===== src/hw/rtl/gaap_pkg.sv =====
`default_nettype none
// ============================================================================
// gaap_pkg - shared types and constants of the GPIB address argument parser
// Beat layouts of both channels, character codes and address limits.
// ============================================================================
package gaap_pkg;

    // Character codes
    localparam logic [7:0] CHAR_ZERO  = 8'h30;
    localparam logic [7:0] CHAR_NINE  = 8'h39;
    localparam logic [7:0] CHAR_SPACE = 8'h20;
    localparam logic [7:0] CHAR_CR    = 8'h0D;
    localparam logic [7:0] CHAR_LF    = 8'h0A;

    // Decimal accumulation
    localparam int unsigned DEC_RADIX = 10;

    // Address limits
    localparam logic [4:0] PRIMARY_MAX   = 5'd30;
    localparam logic [4:0] PRIMARY_SAT   = 5'd31;
    localparam logic [6:0] SECONDARY_MIN = 7'd96;
    localparam logic [6:0] SECONDARY_MAX = 7'd126;
    localparam logic [6:0] SECONDARY_SAT = 7'd127;

    // One character of argument text
    typedef struct packed {
        logic [7:0] text_char;
        logic       is_last;
    } gaap_char_t;

    // One parse result
    typedef struct packed {
        logic       ok;
        logic [4:0] primary_addr;
        logic       has_secondary;
        logic [6:0] secondary_addr;
    } gaap_result_t;

endpackage : gaap_pkg
`default_nettype wire


===== src/hw/rtl/gaap_in_stage.sv =====
`default_nettype none
// ============================================================================
// gaap_in_stage - input register of the parser
// Hold one character beat; refill when empty or whenever the held beat moves on.
// ============================================================================
module gaap_in_stage
    import gaap_pkg::*;
(
    input  wire logic       clk,
    input  wire logic       rst_n,
    input  wire logic       char_valid,
    output logic            char_stall,
    input  wire gaap_char_t char_beat,
    input  wire logic       advance,
    output logic            hold_valid,
    output gaap_char_t      hold_beat
);

    logic       valid_reg;
    logic       valid_next;
    gaap_char_t beat_reg;
    logic       load;

    // Take a new beat when empty or when the held beat leaves this cycle
    assign load       = !valid_reg || advance;
    assign char_stall = !load;
    assign valid_next = load ? char_valid : valid_reg;

    always_ff @(posedge clk or negedge rst_n)
    begin
        if (!rst_n)
        begin
            valid_reg <= 1'b0;
        end
        else
        begin
            valid_reg <= valid_next;
        end
    end

    always_ff @(posedge clk)
    begin
        if (load && char_valid)
        begin
            beat_reg <= char_beat;
        end
    end

    assign hold_valid = valid_reg;
    assign hold_beat  = beat_reg;

endmodule : gaap_in_stage
`default_nettype wire


===== src/hw/rtl/gaap_parse_core.sv =====
`default_nettype none
// ============================================================================
// gaap_parse_core - per-character parse state and result logic
// Advance the phase machine and the saturating accumulators by one character.
// ============================================================================
module gaap_parse_core
    import gaap_pkg::*;
(
    input  wire logic       clk,
    input  wire logic       rst_n,
    input  wire logic       advance,
    input  wire gaap_char_t hold_beat,
    output gaap_result_t    result
);

    typedef enum logic [4:0] {
        PH_LEAD = 5'b00001,
        PH_PRIM = 5'b00010,
        PH_GAP  = 5'b00100,
        PH_SEC  = 5'b01000,
        PH_TAIL = 5'b10000
    } gaap_phase_t;

    gaap_phase_t phase_reg, phase_next, phase_upd;
    logic        failed_reg, failed_next, failed_upd;
    logic [4:0]  primary_reg, primary_next, primary_upd;
    logic [6:0]  secondary_reg, secondary_next, secondary_upd;
    logic        brk_seen_reg, brk_seen_next, brk_seen_upd;

    logic        is_digit;
    logic        is_space;
    logic        is_brk;
    logic [3:0]  digit_val;
    logic [8:0]  primary_sum;
    logic [10:0] secondary_sum;
    logic [4:0]  primary_acc;
    logic [6:0]  secondary_acc;
    logic        ok_base;
    logic        has_sec;
    logic        ok;

    assign is_digit  = (hold_beat.text_char >= CHAR_ZERO) && (hold_beat.text_char <= CHAR_NINE);
    assign is_space  = (hold_beat.text_char == CHAR_SPACE);
    assign is_brk    = (hold_beat.text_char == CHAR_CR) || (hold_beat.text_char == CHAR_LF);
    assign digit_val = is_digit ? 4'(hold_beat.text_char - CHAR_ZERO) : 4'd0;

    // Multiply-accumulate, then clamp
    assign primary_sum   = 9'(primary_reg) * 9'(DEC_RADIX) + 9'(digit_val);
    assign secondary_sum = 11'(secondary_reg) * 11'(DEC_RADIX) + 11'(digit_val);
    assign primary_acc   = (primary_sum > 9'(PRIMARY_SAT)) ? PRIMARY_SAT : primary_sum[4:0];
    assign secondary_acc = (secondary_sum > 11'(SECONDARY_SAT)) ? SECONDARY_SAT
                                                                : secondary_sum[6:0];

    always_comb
    begin
        phase_upd     = phase_reg;
        failed_upd    = failed_reg;
        primary_upd   = primary_reg;
        secondary_upd = secondary_reg;
        brk_seen_upd  = brk_seen_reg;
        unique case (phase_reg)
            PH_LEAD:
            begin
                if (is_digit)
                begin
                    primary_upd = 5'(digit_val);
                    phase_upd   = PH_PRIM;
                end
                else if (!is_space)
                begin
                    failed_upd = 1'b1;
                end
            end
            PH_PRIM:
            begin
                if (is_digit)
                begin
                    primary_upd = primary_acc;
                end
                else if (is_space || is_brk)
                begin
                    phase_upd    = PH_GAP;
                    brk_seen_upd = is_brk;
                end
                else
                begin
                    failed_upd = 1'b1;
                end
            end
            PH_GAP:
            begin
                if (is_space || is_brk)
                begin
                    brk_seen_upd = brk_seen_reg || is_brk;
                end
                else if (is_digit && !brk_seen_reg)
                begin
                    secondary_upd = 7'(digit_val);
                    phase_upd     = PH_SEC;
                end
                else
                begin
                    failed_upd = 1'b1;
                end
            end
            PH_SEC:
            begin
                if (is_digit)
                begin
                    secondary_upd = secondary_acc;
                end
                else if (is_space || is_brk)
                begin
                    phase_upd    = PH_TAIL;
                    brk_seen_upd = is_brk;
                end
                else
                begin
                    failed_upd = 1'b1;
                end
            end
            PH_TAIL:
            begin
                if (is_space || is_brk)
                begin
                    brk_seen_upd = brk_seen_reg || is_brk;
                end
                else
                begin
                    failed_upd = 1'b1;
                end
            end
            default:
            begin
                failed_upd = 1'b1;
            end
        endcase
    end

    // Judge the line on the state as updated by its last character
    assign has_sec = (phase_upd == PH_SEC) || (phase_upd == PH_TAIL);
    assign ok_base = !failed_upd && (phase_upd != PH_LEAD) && (primary_upd <= PRIMARY_MAX);
    assign ok      = ok_base && (!has_sec ||
                     ((secondary_upd >= SECONDARY_MIN) && (secondary_upd <= SECONDARY_MAX)));

    assign result.ok             = ok;
    assign result.primary_addr   = ok ? primary_upd : 5'd0;
    assign result.has_secondary  = ok && has_sec;
    assign result.secondary_addr = (ok && has_sec) ? secondary_upd : 7'd0;

    // Start over after the last character of a line
    always_comb
    begin
        phase_next     = phase_reg;
        failed_next    = failed_reg;
        primary_next   = primary_reg;
        secondary_next = secondary_reg;
        brk_seen_next  = brk_seen_reg;
        if (advance)
        begin
            if (hold_beat.is_last)
            begin
                phase_next     = PH_LEAD;
                failed_next    = 1'b0;
                primary_next   = 5'd0;
                secondary_next = 7'd0;
                brk_seen_next  = 1'b0;
            end
            else
            begin
                phase_next     = phase_upd;
                failed_next    = failed_upd;
                primary_next   = primary_upd;
                secondary_next = secondary_upd;
                brk_seen_next  = brk_seen_upd;
            end
        end
    end

    always_ff @(posedge clk or negedge rst_n)
    begin
        if (!rst_n)
        begin
            phase_reg     <= PH_LEAD;
            failed_reg    <= 1'b0;
            primary_reg   <= 5'd0;
            secondary_reg <= 7'd0;
            brk_seen_reg  <= 1'b0;
        end
        else
        begin
            phase_reg     <= phase_next;
            failed_reg    <= failed_next;
            primary_reg   <= primary_next;
            secondary_reg <= secondary_next;
            brk_seen_reg  <= brk_seen_next;
        end
    end

endmodule : gaap_parse_core
`default_nettype wire


===== src/hw/rtl/gaap_out_stage.sv =====
`default_nettype none
// ============================================================================
// gaap_out_stage - result register of the parser
// Hold a finished result until the downstream side takes the beat.
// ============================================================================
module gaap_out_stage
    import gaap_pkg::*;
(
    input  wire logic         clk,
    input  wire logic         rst_n,
    input  wire logic         load,
    input  wire gaap_result_t result,
    output logic              room,
    output logic              result_valid,
    input  wire logic         result_stall,
    output gaap_result_t      result_beat
);

    logic         valid_reg;
    logic         valid_next;
    gaap_result_t beat_reg;

    assign room = !valid_reg || !result_stall;

    always_comb
    begin
        valid_next = valid_reg;
        if (load)
        begin
            valid_next = 1'b1;
        end
        else if (!result_stall)
        begin
            valid_next = 1'b0;
        end
    end

    always_ff @(posedge clk or negedge rst_n)
    begin
        if (!rst_n)
        begin
            valid_reg <= 1'b0;
        end
        else
        begin
            valid_reg <= valid_next;
        end
    end

    always_ff @(posedge clk)
    begin
        if (load)
        begin
            beat_reg <= result;
        end
    end

    assign result_valid = valid_reg;
    assign result_beat  = beat_reg;

endmodule : gaap_out_stage
`default_nettype wire


===== src/hw/rtl/gpib_address_argument_parser_unit.sv =====
// A line's result is registered as its last character is taken and is valid in the next cycle.
// Throughput: one character per cycle; the input register and the result register
//   each hold one beat, so a waiting result blocks input only behind a last character.
// A last character waits in the input register only while the result register
//   is full and stalled.
// Reset (rst_n, async, active low) empties both registers and returns the parse
//   state to the leading-spaces phase.
`default_nettype none
// ============================================================================
// gpib_address_argument_parser_unit - GPIB address argument parser
// Parse "primary [secondary]" address text one character per beat and emit
// one result beat per line.
// ============================================================================
module gpib_address_argument_parser_unit
    import gaap_pkg::*;
(
    input  wire logic         clk,
    input  wire logic         rst_n,
    // Character channel
    input  wire logic         char_valid,
    output logic              char_stall,
    input  wire gaap_char_t   char_beat,
    // Result channel
    output logic              result_valid,
    input  wire logic         result_stall,
    output gaap_result_t      result_beat
);

    logic         hold_valid;
    gaap_char_t   hold_beat;
    logic         advance;
    logic         room;
    logic         load_result;
    gaap_result_t result;

    // Input register: one character beat ahead of the parse logic
    gaap_in_stage u_in_stage (
        .clk        (clk),
        .rst_n      (rst_n),
        .char_valid (char_valid),
        .char_stall (char_stall),
        .char_beat  (char_beat),
        .advance    (advance),
        .hold_valid (hold_valid),
        .hold_beat  (hold_beat)
    );

    // Consume the held character; a last character also needs a free result slot
    assign advance     = hold_valid && (!hold_beat.is_last || room);
    assign load_result = advance && hold_beat.is_last;

    // Parse state update and line verdict
    gaap_parse_core u_parse_core (
        .clk       (clk),
        .rst_n     (rst_n),
        .advance   (advance),
        .hold_beat (hold_beat),
        .result    (result)
    );

    // Result register toward the downstream side
    gaap_out_stage u_out_stage (
        .clk          (clk),
        .rst_n        (rst_n),
        .load         (load_result),
        .result       (result),
        .room         (room),
        .result_valid (result_valid),
        .result_stall (result_stall),
        .result_beat  (result_beat)
    );

    // A rejected line carries all fields clear
    assert property (@(posedge clk) disable iff (!rst_n)
        (result_valid && !result_beat.ok) |->
            (result_beat.primary_addr == 5'd0 && !result_beat.has_secondary &&
             result_beat.secondary_addr == 7'd0))
        else $error("rejected result carries nonzero fields");

    // An accepted line stays in the legal address ranges
    assert property (@(posedge clk) disable iff (!rst_n)
        (result_valid && result_beat.ok) |->
            (result_beat.primary_addr <= PRIMARY_MAX &&
             (!result_beat.has_secondary ||
              (result_beat.secondary_addr >= SECONDARY_MIN &&
               result_beat.secondary_addr <= SECONDARY_MAX))))
        else $error("accepted result out of address range");

    // A last character never moves on while the result register is blocked
    assert property (@(posedge clk) disable iff (!rst_n)
        (hold_valid && hold_beat.is_last && result_valid && result_stall) |->
            !advance)
        else $error("last character consumed into a full result register");

    // Each consumed last character yields a result beat next cycle
    assert property (@(posedge clk) disable iff (!rst_n)
        load_result |=> result_valid)
        else $error("result beat lost after last character");

endmodule : gpib_address_argument_parser_unit
`default_nettype wire

===== config.mk =====
export PLATFORM = sky130hd
export DESIGN_NAME = gpib_address_argument_parser_unit
export DESIGN_NICKNAME = d
export VERILOG_FILES = /design/src/hw/rtl/gaap_pkg.sv /design/src/hw/rtl/gaap_in_stage.sv /design/src/hw/rtl/gaap_parse_core.sv /design/src/hw/rtl/gaap_out_stage.sv /design/src/hw/rtl/gpib_address_argument_parser_unit.sv
export SDC_FILE = /design/constraint.sdc
export NUM_CORES = 1
export LEC_CHECK = 0
export ABC_AREA = 0
export BUFFER_PORTS_ARGS = -buffer_cell sky130_fd_sc_hd__buf_2
export CAP_MARGIN = 20
export CORE_AREA = 4 4 144 91
export DETAILED_ROUTE_END_ITERATION = 10
export DIE_AREA = 0 0 148 95
export PLACE_DENSITY_LB_ADDON = 0.1
export SKIP_LAST_GASP = 1
export SYNTH_ARGS = -nofsm -noshare
export SYNTH_HDL_FRONTEND = slang
export SYNTH_SLANG_ARGS = --single-unit

===== constraint.sdc =====
create_clock -name clk -period 3.3 [get_ports clk]
set_input_delay 0.165 -clock clk [delete_from_list [all_inputs] [get_ports clk]]
set_output_delay 0.165 -clock clk [all_outputs]
set_load 0.02 [all_outputs]

==> results of run 1 <==
-- layout make-up --
type / instances / area (µm²) / share of cell area
multi-input combinational: 297 / 2290 / 0.485
sequential: 44 / 1220 / 0.257
clock inverter: 3 / 42.5 / 0.00899
inverter: 20 / 75.1 / 0.0159
clock buffer: 5 / 125 / 0.0264
timing repair buffer: 108 / 772 / 0.163
tap: 165 / 206 / 0.0436
-- critical path: cells and delay by family (launching register included) --
family          cells  cell delay [ns]
fa+ha+maj           3             1.08
compound gates      4             0.98
simple gates        3             0.65
flops               1             0.38
buf+inv             1             0.16
-- cell families after synthesis --
| family | count (synthesis) | synth area share |
|---|---|---|
| xor gates and xnor gates | 9 | 0.0228 |
| buffers and inverters | 39 | 0.0448 |
| AOI/OAI and AO/OA | 137 | 0.291 |
| and+or+nand+nor | 126 | 0.196 |
| DFF | 44 | 0.351 |
| adders and majority gates | 24 | 0.0910 |
| muxes | 1 | 0.00289 |
-- cell usage in the layout, fill, tap and decap left out, types with 6 or more instances in the layout --
master	Yosys	final
a211oi_2	0	6
a21oi_1	26	21
a21oi_2	1	6
a22o_1	8	8
buf_2	7	28
buf_4	0	76
dfrtp_1	20	20
edfxtp_1	23	23
ha_1	22	18
inv_1	17	16
nand2_1	28	28
nand2b_1	6	6
nand3_1	8	8
nor2_1	32	32
o21ai_0	25	22
o21ai_1	4	7
xnor2_1	7	7
-- what timing repair did --
item / 4_1_cts / 5_1_grt
endpoints found under the hold margin: 20 / 0
pin swaps: 7 / 15
hold buffers: 1 / 0
cloned: 0 / 0
resized for setup: 18 / 20
buffers inserted: 2 / 8
endpoints found under the setup margin: 18 / 19
-- through the flow --
step	worst slack (ns)	power [W]	instances	area, µm²	setup TNS, ns
2_1_floorplan	0.0192	0.000846	380	3470	0
3_3_place_gp	-0.112	0.00100	626	4280	-1.13
3_5_place_dp	-0.164	0.00100	626	4280	-1.72
4_1_cts	-0.0982	0.00158	637	4570	-0.564
5_1_grt	-0.248	0.00166	642	4730	-2.61
6_report	-0.0916	0.00158	642	4730	-0.614
-- how the worst max path moves through the flow --
stage,to,cells after the start
floorplan,u_out_stage.result_beat[10],11
global placement,u_out_stage.result_beat[2],12
detailed placement,u_out_stage.result_beat[3],12
CTS,u_out_stage.result_beat[3],13
global route,u_out_stage.result_beat[3],13
finish,u_out_stage.result_beat[1],11
-- power by group through the flow --
stage	sequential, W	combinational (W)	clock [W]
CTS	0.000630	0.000364	0.000585
global route	0.000634	0.000412	0.000610
floorplan	0.000652	0.000193	0
detailed placement	0.000641	0.000359	0
global placement	0.000640	0.000363	0
finish	0.000630	0.000379	0.000572
-- metal layers --
| layer | global-route usage | wire length [µm] | up-vias |
|---|---|---|---|
| li1 | - | - | 1647 |
| met1 | 0.285 | 6460 | 1663 |
| met2 | 0.225 | 4450 | 127 |
| met3 | 0.0374 | 959 | 21 |
| met4 | 0.0346 | 171 | 0 |
| met5 | 0 | 0 | - |
==> impl_metrics.ini, run 1 <==
[status]
status = complete, but fails checks
violations = setup timing

[pwr]
p_clk_frac = 0.362
p_leak_nw = 1.94
swShare = 0.294
p_seq_frac = 0.399
p_int_w = 0.00112
pwr_density_cell_nw_per_um2 = 334
ir_drop_mv = 0.226
p_comb_frac = 0.239
switchingPower_w = 0.000466

[timing]
slew_violations = 0
max_freq_mhz = 295
setup_viol = 14
whs_ns = 0.0405
slew_headroom = 0.483
clock_skew_ns = 0.00704
fin_crit_ns = 3.39
post-route-period-util = 1.03
rsz0062_at_grt = true
timing.final.hold_violations = 0
worst_pin_slew_ns = 0.772
worst_slack_ns = -0.0916

[cts]
clock-root-buffer = clkbuf_16
numCtsBuffers = 5
cts_sinks = 44
cts_buffer_depth = 2
path_clk_slew_ns = 0.06
htreeDepth = 2
cts_tree = built
insertion_delay_ns = 0.30

[setup_path]
end_kind = register
slowest_stage = fa_2
crit_fanout = 4
worstSetupStartpoint = u_parse_core.secondary_reg[1]
r2r_start = u_parse_core.secondary_reg[1]
worstReg2RegEnd = u_out_stage.result_beat[1]
reg2reg_depth = 11
worstPathRequired_ns = 3.46
critPathKind = reg2reg
startpoint_type = register
crit_chain = ha_1 > ha_2 > fa_2 > nand2_1 > or3_4 > o22a_1 > a21o_1 > o2111a_2 > buf_4 > a21oi_1 > nor2b_2
cpPeakStageDelay_ns = 0.54
cp.arrival_ns = 3.55
reg2reg_slack_ns = -0.09

[logic_synthesis]
synth-edff-count = 23
ys_ff_latch = 44
syn_nets = 417
syn-cell-area_um2 = 3460
synth_area_leaders = edfxtp_1, dfrtp_1, ha_1, a21oi_1, o21ai_0
ys.flop_type = edfxtp_1
avgSynthCellArea_um2 = 9.12
synth_common_cells = nor2_1, nand2_1, a21oi_1
syn_inst = 380
yosysUniqueCellTypes = 81
synth_top_area_cell = edfxtp_1
yosys_warnings = 0
yosys.cell_count.top_type = nor2_1
ys_seq_area_frac = 0.351
synth_top_area_share = 0.199
async_flop_share = 0.477

[global_routing]
overflow = 0
grt_antenna_before_repair = 0
grt_pass1_vias = 3218
grt_usage = 0.174
grt_max_degree = 22
grt_pass1_wl_um = 18600

[floorplan]
initial_core_util = 0.294
io_pins = 29
core_area_um2 = 11800
die_area_um2 = 14100
die_w_um = 148
rows = 31
die_h_um = 95

[layout]
antennaDiodeCount = 0
utilization = 0.401
drive_gt1_frac = 0.346
area_growth_pct = 36.6
largest_reg_flops = 14
n_fill_cell = 1188
layout.nets = 513

[routing]
antenna_left = 0
wl_um = 12000
drtPass1Iterations = 5
route.detailed.drc = 0
viasPerCell = 5.39
vias = 3458
wire_per_inst_um = 18.8
drt_iter0_drc = 244

[min_path]
min_path_cells = 1
min_to = u_in_stage.hold_beat[7]
hp-class = in2reg
hp-start = char_beat[7]

[placement]
portBuffers = 28
dpl.hpwl_um = 9400
place_congestion = 0.937

[run]
max_cap_violations = 0
(Power assumes the default switching activity.)
==> run 2: changes to the inputs <==
- CORE_AREA: 4 4 144 91 -> 2 2 148 92
- DIE_AREA: 0 0 148 95 -> 0 0 150 94
- SYNTH_HIERARCHICAL: default -> 1
==> run 2 against run 1 <==
  * The run still ends with setup timing left
  * Maximum frequency down 1.8%
  * Clock power down 11%
  * First-iteration DRC count down 20%
  * Worst setup slack worse by 0.063 ns
  * Largest cell class unchanged
==> impl_metrics.ini, run 2 <==
[status]
status = complete, but fails checks
violations = setup timing

[routing]
drtPass1Iterations = 5
route.detailed.drc = 0
wl_um = 11600
drt_iter0_drc = 195
vias = 3496
viasPerCell = 5.23
wire_per_inst_um = 17.4
antenna_left = 0

[timing]
whs_ns = 0.0496
max_freq_mhz = 289
post-route-period-util = 1.05
timing.final.hold_violations = 0
worst_pin_slew_ns = 0.701
rsz0062_at_grt = true
slew_headroom = 0.533
worst_slack_ns = -0.155
fin_crit_ns = 3.46
clock_skew_ns = 0.00399
slew_violations = 0
setup_viol = 14

[cts]
numCtsBuffers = 5
path_clk_slew_ns = 0.06
cts_buffer_depth = 2
clock-root-buffer = clkbuf_16
cts_tree = built
insertion_delay_ns = 0.29
htreeDepth = 2
cts_sinks = 44

[logic_synthesis]
synth_common_cells = nand2_1, nor2_1, a21oi_1
synth_area_leaders = edfxtp_1, dfrtp_1, ha_1, a21oi_1, nand2_1
async_flop_share = 0.477
yosys_warnings = 6
yosysUniqueCellTypes = 86
ys_ff_latch = 44
syn_nets = 447
avgSynthCellArea_um2 = 9.13
syn-cell-area_um2 = 3760
synth_top_area_cell = edfxtp_1
synth-edff-count = 23
synth_top_area_share = 0.184
ys.flop_type = edfxtp_1
ys_seq_area_frac = 0.324
syn_inst = 412

[layout]
antennaDiodeCount = 0
final_common_cell = buf_4
layout.nets = 533
drive_gt1_frac = 0.373
area_growth_pct = 31.5
instances_no_fill = 669
largest_reg_flops = 14
stdcell_area_um2 = 4940
mostFrequentLayoutCells = buf_4, a21oi_1, buf_2, nand2_1, nor2_1

[global_routing]
grt_pass1_vias = 3412
grt_pass1_wl_um = 18500
grt_max_degree = 27
grt_usage = 0.171
grt_antenna_before_repair = 0
overflow = 0

[floorplan]
io_pins = 29
core_area_um2 = 12700
initial_core_util = 0.297
die_w_um = 150
rows = 32
die_h_um = 94
die_area_um2 = 14100

[pwr]
p_leak_nw = 2.06
pwr_density_cell_nw_per_um2 = 323
ir_drop_mv = 0.188
power_w = 0.00160

[placement]
placed_area_um2 = 4500
dpl.hpwl_um = 8890
portBuffers = 28
place_congestion = 0.862
place_inst = 650
pre_cts_ws_ns = -0.167

[setup_path]
critPathKind = reg2reg
startpoint_type = register
r2r_start = u_parse_core/secondary_reg[1]
reg2reg_slack_ns = -0.16
worstSetupStartpoint = u_parse_core/secondary_reg[1]
end_kind = register
worstPathRequired_ns = 3.33
cp.arrival_ns = 3.49
crit_fanout = 6

[min_path]
hp-class = in2reg
hp-start = char_beat[8]

[run]
max_cap_violations = 0
## run 2: cell types whose count changed in the layout (fill, tap and decap cells not counted), moves of 5 or more
cell,change
a211oi_2,-5
a21oi_1,+8
a22o_1,-6
and2_1,-5
and3_1,+5
buf_4,-5
inv_1,+10
nor2_1,-5
nor3_2,+10
o211ai_1,+5
o21ai_1,-5
o22ai_1,+11
## run 2: worst max-delay path, stage by stage (launching register included)
cell	delay, ns
dfrtp_1	0.41
ha_4	0.25
ha_4	0.16
fa_2	0.39
xor2_1	0.20
nor2b_2	0.19
o211ai_2	0.11
and2_4	0.16
o221ai_4	0.29
nand2_2	0.10
a222oi_1	0.34
buf_4	0.18
a32o_2	0.34
nor3_2	0.08
## run 2: area by class of cell
cell class	instances	area [µm²]
clock buffer	7	143
clock inverter	1	7.51
fill	1314	7710
inverter	27	101
multi-input combinational	320	2580
sequential	44	1220
tap	170	213
timing repair buffer	100	683
## run 2: worst paths after layout
kind | to | depth (start not counted)
max | u_out_stage/result_beat[11] | 13
min | u_in_stage/hold_beat[8] | 1
max reg2reg | u_out_stage/result_beat[11] | 13
min reg2reg | u_out_stage/result_valid | 1
max in group asynchronous | u_parse_core/failed_reg | 2
min in group asynchronous | u_parse_core/secondary_reg[3] | 2
## run 2: metrics by stage
step	utilization	TNS, ns
6_report	0.391	-1.60
4_1_cts	0.379	-0.748
3_3_place_gp	0.355	-1.21
5_1_grt	0.391	-3.58
3_5_place_dp	0.355	-1.78
2_1_floorplan	-	0
## run 2: kinds of logic (layout without fill, tap and decap cells)
| logic type | count (synthesis) | after routing | synth area share |
|---|---|---|---|
| flops | 44 | 44 | 0.324 |
| fa+ha+maj | 22 | 22 | 0.0772 |
| buf+inv | 48 | 135 | 0.0562 |
| compound gates | 134 | 134 | 0.263 |
| simple gates | 148 | 148 | 0.235 |
| mux | 3 | 3 | 0.0116 |
| xor+xnor | 13 | 13 | 0.0339 |
## run 2: power by group
part | switching, W | internal (W) | leakage, nW
logic | 0.000267 | 0.000169 | 1.49
registers | 0.0000277 | 0.000622 | 0.506
clock network | 0.000209 | 0.000302 | 0.0701
total | 0.000504 | 0.00109 | 2.06
## run 2: repair_timing
action,in CTS,in global routing
pin swaps,17,17
hold buffers,1,0
setup endpoints to repair,14,16
hold endpoints to repair,20,0
setup buffers,8,2
gates resized for setup,20,22
## run 2: per-layer routing
| metal | vias to the layer above | wire, µm | global-route usage |
|---|---|---|---|
| met3 | 6 | 541 | 0.0330 |
| met2 | 98 | 4780 | 0.255 |
| met4 | 0 | 63 | 0.0252 |
| met1 | 1671 | 6240 | 0.258 |
| met5 | - | 0 | 0 |
| li1 | 1721 | - | - |
